===== src/rtl/ttbc_pkg.sv =====
// ttbc_pkg: shared types and constants of the table tag balance counter
// transaction payload structs, window struct between the byte cells and the tag counters
// no dependencies
package ttbc_pkg;

   localparam int BYTE_W      = 8;
   localparam int PATTERN_W   = 64;
   localparam int NUM_TAGS    = 8;
   localparam int WINDOW_SPAN = 8;    // current byte plus seven held bytes
   localparam int OUT_COUNT_W = 16;
   localparam int CSR_INDEX_W = 4;
   localparam int MAX_LEN     = 8;

   // register indexes, one per tag
   localparam logic [CSR_INDEX_W-1:0] REG_TABLE_OPEN   = 4'd0;
   localparam logic [CSR_INDEX_W-1:0] REG_TABLE_CLOSE  = 4'd1;
   localparam logic [CSR_INDEX_W-1:0] REG_ROW_OPEN     = 4'd2;
   localparam logic [CSR_INDEX_W-1:0] REG_ROW_CLOSE    = 4'd3;
   localparam logic [CSR_INDEX_W-1:0] REG_HEADER_OPEN  = 4'd4;
   localparam logic [CSR_INDEX_W-1:0] REG_HEADER_CLOSE = 4'd5;
   localparam logic [CSR_INDEX_W-1:0] REG_DATA_OPEN    = 4'd6;
   localparam logic [CSR_INDEX_W-1:0] REG_DATA_CLOSE   = 4'd7;

   typedef struct packed {
      logic [BYTE_W-1:0] byte_in;
      logic              last_byte;
   } req_type;

   typedef struct packed {
      logic [OUT_COUNT_W-1:0] table_open_count;
      logic [OUT_COUNT_W-1:0] table_close_count;
      logic [OUT_COUNT_W-1:0] row_open_count;
      logic [OUT_COUNT_W-1:0] row_close_count;
      logic [OUT_COUNT_W-1:0] header_open_count;
      logic [OUT_COUNT_W-1:0] header_close_count;
      logic [OUT_COUNT_W-1:0] data_open_count;
      logic [OUT_COUNT_W-1:0] data_close_count;
      logic                   balanced;
   } rsp_type;

   // bytes[k] is the byte k positions before the current one
   typedef struct packed {
      logic [WINDOW_SPAN-1:0][BYTE_W-1:0] bytes;
      logic [WINDOW_SPAN-1:0]             valid;
   } window_type;

   // pattern lengths outside 1..8 are pulled into range
   function automatic int clamp_len(int v);
      int r;
      r = v;
      if (v < 1) r = 1;
      if (v > MAX_LEN) r = MAX_LEN;
      return r;
   endfunction

endpackage


===== src/rtl/ttbc_byte_cell.sv =====
// ttbc_byte_cell: one stage of the byte window shift line
// holds a byte and its valid flag, takes its neighbor's on each transaction
// depends on ttbc_pkg
module ttbc_byte_cell
   import ttbc_pkg::*;
(
   input  logic              clock,
   input  logic              reset,
   input  logic              shift,
   input  logic              clear,
   input  logic [BYTE_W-1:0] byte_prev,
   input  logic              valid_prev,
   output logic [BYTE_W-1:0] byte_out,
   output logic              valid_out
);

   logic [BYTE_W-1:0] byte_ff;
   logic              valid_ff;
   logic              valid_in;

   // end of string empties the cell
   assign valid_in = shift ? (valid_prev & ~clear) : valid_ff;

   always_ff @(posedge clock) begin
      if (reset) begin
         valid_ff <= 1'b0;
      end else begin
         valid_ff <= valid_in;
      end
   end

   // payload byte, no reset needed
   always_ff @(posedge clock) begin
      if (shift) begin
         byte_ff <= byte_prev;
      end
   end

   assign byte_out  = byte_ff;
   assign valid_out = valid_ff;

endmodule


===== src/rtl/ttbc_tag_counter.sv =====
// ttbc_tag_counter: pattern compare and saturating occurrence counter for one tag
// compares the low LEN octets of its pattern against the byte window
// depends on ttbc_pkg
module ttbc_tag_counter
   import ttbc_pkg::*;
#(
   parameter int LEN         = 4,
   parameter int COUNT_WIDTH = 16
) (
   input  logic                   clock,
   input  logic                   reset,
   input  logic                   accept,
   input  logic                   last,
   input  window_type             window,
   input  logic [PATTERN_W-1:0]   pattern,
   output logic [COUNT_WIDTH-1:0] count_upd
);

   logic [COUNT_WIDTH-1:0] count_ff;
   logic [COUNT_WIDTH-1:0] count_in;
   logic                   hit;

   // every used octet must equal its window byte, oldest byte first
   always_comb begin
      hit = window.valid[LEN-1];
      for (int j = 0; j < LEN; j++) begin
         if (pattern[j*BYTE_W +: BYTE_W] != window.bytes[LEN-1-j]) begin
            hit = 1'b0;
         end
      end
   end

   // saturating increment
   assign count_upd = (hit && (count_ff != {COUNT_WIDTH{1'b1}})) ?
                      count_ff + COUNT_WIDTH'(1) : count_ff;

   // counts restart with each string
   assign count_in = !accept ? count_ff :
                     last    ? '0       : count_upd;

   always_ff @(posedge clock) begin
      if (reset) begin
         count_ff <= '0;
      end else begin
         count_ff <= count_in;
      end
   end

endmodule


===== src/rtl/table_tag_balance_counter_unit.sv =====
// table_tag_balance_counter_unit: top level of the table tag balance counter
// a seven-cell byte window chain feeding eight tag counters, plus result register
// depends on ttbc_pkg, ttbc_byte_cell, ttbc_tag_counter
//
// Usage: a string enters on the req_ channel one byte per transaction, with
// last_byte set on its final byte. Eight 64-bit tag patterns are written on
// the csr_ port (index 0..7, other indexes ignored) while the block is idle.
// Each byte is compared in the cycle it is accepted against all patterns over
// a window of the seven previous bytes, and the matching counters advance.
// Throughput is one byte per cycle unless a waiting result holds input off;
// the compare and count update of a byte finish in the cycle it is taken.
// The byte marked last produces one rsp_ transaction in the following cycle
// with the eight counts and the balance flag, and the window and counters
// clear so the next string starts from zero.
// If the receiver stalls while a result waits, input is held off until the
// result is taken; with rsp_ready high the input never stalls.
// Reset clears the patterns, counters, window and the result valid.
module table_tag_balance_counter_unit
   import ttbc_pkg::*;
#(
   parameter int TABLE_OPEN_LEN  = 7,
   parameter int TABLE_CLOSE_LEN = 8,
   parameter int CELL_OPEN_LEN   = 4,
   parameter int CELL_CLOSE_LEN  = 5,
   parameter int COUNT_WIDTH     = 16
) (
   input  logic                   clock,
   input  logic                   reset,
   input  logic                   csr_write_en,
   input  logic [CSR_INDEX_W-1:0] csr_index,
   input  logic [PATTERN_W-1:0]   csr_wdata,
   input  logic                   req_valid,
   output logic                   req_ready,
   input  req_type                req_data,
   output logic                   rsp_valid,
   input  logic                   rsp_ready,
   output rsp_type                rsp_data
);

   localparam int TO_LEN = clamp_len(TABLE_OPEN_LEN);
   localparam int TC_LEN = clamp_len(TABLE_CLOSE_LEN);
   localparam int CO_LEN = clamp_len(CELL_OPEN_LEN);
   localparam int CC_LEN = clamp_len(CELL_CLOSE_LEN);
   localparam int TAG_W  = $clog2(NUM_TAGS);

   logic [NUM_TAGS-1:0][PATTERN_W-1:0]   pattern_ff;
   logic [NUM_TAGS-1:0][COUNT_WIDTH-1:0] count_upd;
   window_type                           window;
   logic                                 accept;
   logic                                 last;
   logic                                 balanced;
   logic                                 rsp_valid_ff;
   logic                                 rsp_valid_in;
   rsp_type                              rsp_data_ff;

   assign req_ready = ~rsp_valid_ff | rsp_ready;
   assign accept    = req_valid & req_ready;
   assign last      = req_data.last_byte;

   // pattern registers
   always_ff @(posedge clock) begin
      if (reset) begin
         pattern_ff <= '0;
      end else if (csr_write_en && (csr_index <= REG_DATA_CLOSE)) begin
         pattern_ff[csr_index[TAG_W-1:0]] <= csr_wdata;
      end
   end

   // window head is the incoming byte
   assign window.bytes[0] = req_data.byte_in;
   assign window.valid[0] = 1'b1;

   // byte window chain
   for (genvar k = 1; k < WINDOW_SPAN; k++) begin : g_cell
      ttbc_byte_cell u_cell (
         .clock      (clock),
         .reset      (reset),
         .shift      (accept),
         .clear      (last),
         .byte_prev  (window.bytes[k-1]),
         .valid_prev (window.valid[k-1]),
         .byte_out   (window.bytes[k]),
         .valid_out  (window.valid[k])
      );
   end

   // one counter per tag; even tags are openings, odd are closings
   for (genvar t = 0; t < NUM_TAGS; t++) begin : g_tag
      localparam int LEN = (t == int'(REG_TABLE_OPEN))  ? TO_LEN :
                           (t == int'(REG_TABLE_CLOSE)) ? TC_LEN :
                           ((t % 2) == 0)               ? CO_LEN : CC_LEN;
      ttbc_tag_counter #(
         .LEN         (LEN),
         .COUNT_WIDTH (COUNT_WIDTH)
      ) u_counter (
         .clock     (clock),
         .reset     (reset),
         .accept    (accept),
         .last      (last),
         .window    (window),
         .pattern   (pattern_ff[t]),
         .count_upd (count_upd[t])
      );
   end

   // balance over the full-width counts
   assign balanced =
      (count_upd[REG_TABLE_OPEN[TAG_W-1:0]]  == count_upd[REG_TABLE_CLOSE[TAG_W-1:0]])  &&
      (count_upd[REG_ROW_OPEN[TAG_W-1:0]]    == count_upd[REG_ROW_CLOSE[TAG_W-1:0]])    &&
      (count_upd[REG_HEADER_OPEN[TAG_W-1:0]] == count_upd[REG_HEADER_CLOSE[TAG_W-1:0]]) &&
      (count_upd[REG_DATA_OPEN[TAG_W-1:0]]   == count_upd[REG_DATA_CLOSE[TAG_W-1:0]]);

   // result register valid
   assign rsp_valid_in = (accept && last) ? 1'b1 :
                         rsp_ready        ? 1'b0 : rsp_valid_ff;

   always_ff @(posedge clock) begin
      if (reset) begin
         rsp_valid_ff <= 1'b0;
      end else begin
         rsp_valid_ff <= rsp_valid_in;
      end
   end

   // result payload, loaded on the last byte of a string
   always_ff @(posedge clock) begin
      if (accept && last) begin
         rsp_data_ff.table_open_count   <=
            OUT_COUNT_W'(count_upd[REG_TABLE_OPEN[TAG_W-1:0]]);
         rsp_data_ff.table_close_count  <=
            OUT_COUNT_W'(count_upd[REG_TABLE_CLOSE[TAG_W-1:0]]);
         rsp_data_ff.row_open_count     <=
            OUT_COUNT_W'(count_upd[REG_ROW_OPEN[TAG_W-1:0]]);
         rsp_data_ff.row_close_count    <=
            OUT_COUNT_W'(count_upd[REG_ROW_CLOSE[TAG_W-1:0]]);
         rsp_data_ff.header_open_count  <=
            OUT_COUNT_W'(count_upd[REG_HEADER_OPEN[TAG_W-1:0]]);
         rsp_data_ff.header_close_count <=
            OUT_COUNT_W'(count_upd[REG_HEADER_CLOSE[TAG_W-1:0]]);
         rsp_data_ff.data_open_count    <=
            OUT_COUNT_W'(count_upd[REG_DATA_OPEN[TAG_W-1:0]]);
         rsp_data_ff.data_close_count   <=
            OUT_COUNT_W'(count_upd[REG_DATA_CLOSE[TAG_W-1:0]]);
         rsp_data_ff.balanced           <= balanced;
      end
   end

   assign rsp_valid = rsp_valid_ff;
   assign rsp_data  = rsp_data_ff;

endmodule

===== config.mk =====
export PLATFORM = sky130hd
export DESIGN_NAME = table_tag_balance_counter_unit
export DESIGN_NICKNAME = d
export VERILOG_FILES = /design/src/rtl/ttbc_pkg.sv /design/src/rtl/ttbc_byte_cell.sv /design/src/rtl/ttbc_tag_counter.sv /design/src/rtl/table_tag_balance_counter_unit.sv
export SDC_FILE = /design/constraint.sdc
export NUM_CORES = 2
export LEC_CHECK = 0
export BUFFER_PORTS_ARGS = -buffer_cell sky130_fd_sc_hd__buf_4
export CORE_AREA = 3 3 300 302
export CTS_CLUSTER_SIZE = 14
export DETAILED_ROUTE_END_ITERATION = 10
export DIE_AREA = 0 0 303 305
export PLACE_DENSITY = 0.65
export SYNTH_ARGS = -nofsm -noshare
export SYNTH_HDL_FRONTEND = slang
export SYNTH_HIERARCHICAL = 1
export SYNTH_SLANG_ARGS = --single-unit

===== constraint.sdc =====
create_clock -name clock -period 8.2 [get_ports clock]
set_input_delay 1.64 -clock clock [delete_from_list [all_inputs] [get_ports clock]]
set_output_delay 1.64 -clock clock [all_outputs]
set_load 0.01 [all_outputs]

==> impl_metrics.tcl <==
set metrics [dict create \
    run_status "finished, final reports clean" \
    power.share.switching 0.2491 \
    logic_depth_of_the_worst_register_to_register_path 12 \
    fillers 8686 \
    core-area_sq_um 87970 \
    postCtsHoldBufs 0 \
    ctsResizeCount 0 \
    postSynthNetCount 3888 \
    final.period_utilization 0.6306 \
    clock_tree_from_tritoncts "built" \
    final_period_minus_worst_setup_slack_ns 5.171 \
    skew_ns 0.02718 \
    grt_antenna_before_repair 1 \
    pwr-share-comb 0.067 \
    detail_route.first_pass.iterations 6 \
    cts-htree-levels 3 \
    hold_start "pattern_ff[281]" \
    cts_root_buffer "clkbuf_16" \
    crit_path_max_fanout 10 \
    utilization 0.4285 \
    slew_at_the_pin_with_the_worst_max_slew_slack_ns 1.227 \
    global_route.overflow_total 0 \
    postRouteAntennaNets 0 \
    clock-sinks 657 \
    cts_setup_buffers 0 \
    critical_path_arrival_ns 5.61 \
    portBuffers 212 \
    timing_hold_violations_final 0 \
    starting_density 0.3792 \
    maximum_number_of_pins_on_one_net_before_global_route_repair 108 \
    i_o_pins 213 \
    post-dp-hpwl_um 77800 \
    p_int_mw 5.562 \
    timing.setup.critical_path_class "input port to flop" \
    groute.usage.overall 0.2408 \
    seqPwrFrac 0.473 \
    total_switching_power_mw 1.845 \
    share_clk_of_total_power 0.460 \
    die_width_um 303 \
    cts.path.max_buffers 3 \
    wl_final_um 115200 \
    gpl.final_weighted_congestion 0.9228 \
    maxSlewHeadroom 0.1817 \
    cell_area_after_layout_sq_um 37690 \
    post_synth_instance_area_sq_um 33350 \
    fin_nets 3924 \
    multi_input_area_sq_um 16490 \
    clkSlewWorstSetupHoldPaths_ns 0.06 \
    die_area_sq_um 92420 \
    vias 28685 \
    timing.rr.start "g_cell[2].u_cell/byte_out[7]" \
    max-vdd-ir-drop_uv 132.8 \
    r2r_setup_slack_ns 3.28 \
    mostFrequentLayoutCell "nand2_1" \
    seq_area_sq_um 15000 \
    timing.rr.end "rsp_data[0]" \
    cap_violations 0 \
    synth.avg_cell_area_sq_um 8.782 \
    antenna_cells 0 \
    vias_per_inst 5.667 \
    rsz0062_at_grt "no" \
    standard_cell_rows 109 \
    area_growth_syn_to_layout_pct 13.01 \
    grt_pass1_wl_um 168900 \
    worst_hold_path_type "flop to flop" \
    worstSetupEndpointType "flop" \
    min_delay_path_depth 2 \
    endpoint_worst_hold "pattern_ff[281]" \
    p_leak_nw 12.74 \
    startpoint_type "input port" \
    detailed_place.area_sq_um 35190 \
    chipHeight_um 305 \
    number_of_global_route_vias_before_repair 25975 \
    final_cell_mix "nand2_1 (833), dfxtp_1 (472), a21oi_1 (378)" \
    worstSkewPairLatency_ns 0.62 \
    detail_route.drc_violations 0 \
    finalSetupViolCount 0 \
    setup_total_neg_slack_ns 0 \
    detail_route.wl_per_cell_um 22.76 \
    critPathRequiredTime_ns 8.64 \
    drt_iter0_drc 3456 \
    yosys_warnings 6 \
    power_per_cell_area_nw_per_um2 196.5 \
    final-max-slew-violation-count 0 \
    synthCells 3798 \
    max_freq_mhz 193.4 \
    cts_inserted_buffers 75 \
    layout-drive-gt1-share 0.1183 \
    worst_setup_path_startpoint "req_data[5]" \
]
-- routing by layer --
metal / share of wire / GRT usage / vias to the layer above
met5: 0.00011 / 0 / -
met4: 0.054 / 0.1117 / 2
met3: 0.086 / 0.03369 / 296
met2: 0.45 / 0.3789 / 1402
met1: 0.41 / 0.3262 / 13680
li1: - / - / 13305
-- sequential cells by signal, summed over array words and instances, names as in the netlist --
name / flops
pattern_ff: 336
rsp_data: 129
g_tag.u_counter/count_ff: 128
g_cell.u_cell/byte_out: 56
g_cell.u_cell/valid_out: 7
rsp_valid: 1
-- layout make-up --
class	count	share of cell area
Clock inverter	34	0.008432
Timing Repair Buffer	244	0.04913
Inverter	104	0.01046
Tap cell	1165	0.03867
Multi-Input combinational cell	2752	0.4374
Clock buffer	106	0.05779
Sequential cell	657	0.3981
-- power by group through the flow --
| stage | Clock (mW) | Combinational (mW) | Sequential [mW] |
|---|---|---|---|
| 2_1_floorplan | 0 | 0.275 | 3.54 |
| 3_3_place_gp | 0 | 0.488 | 3.57 |
| 3_5_place_dp | 0 | 0.489 | 3.57 |
| 4_1_cts | 3.46 | 0.490 | 3.50 |
| 5_1_grt | 3.58 | 0.525 | 3.50 |
| 6_report | 3.41 | 0.496 | 3.50 |
-- worst max path at each step --
stage / end / slack (ns)
2_1_floorplan: rsp_data[0] / 1.04
6_report: rsp_data[0] / 3.03
3_5_place_dp: rsp_data[0] / 2.44
4_1_cts: rsp_data[0] / 3.02
3_3_place_gp: rsp_data[0] / 2.47
5_1_grt: rsp_data[0] / 2.89
-- critical path, stage by stage --
cell	delay, ns
buf_4	0.19
xnor2_1	0.22
nand4_1	0.14
nor3_1	0.95
nand3_1	0.51
nor4b_2	0.45
xor2_1	0.36
xor2_1	0.12
nor4_1	0.54
nand4_1	0.25
nor4_1	0.21
-- through the flow --
step / hold WS, ns / std cells / worst slack, ns / total power [mW]
5_1_grt: 0.4660 / 5062 / 2.894 / 7.610
6_report: 0.4573 / 5062 / 3.029 / 7.407
2_1_floorplan: 0.4347 / 3798 / 1.044 / 3.816
4_1_cts: 0.4546 / 5062 / 3.016 / 7.448
3_3_place_gp: 0.4434 / 4922 / 2.466 / 4.055
3_5_place_dp: 0.4467 / 4922 / 2.444 / 4.057
(Power assumes the default switching activity.)
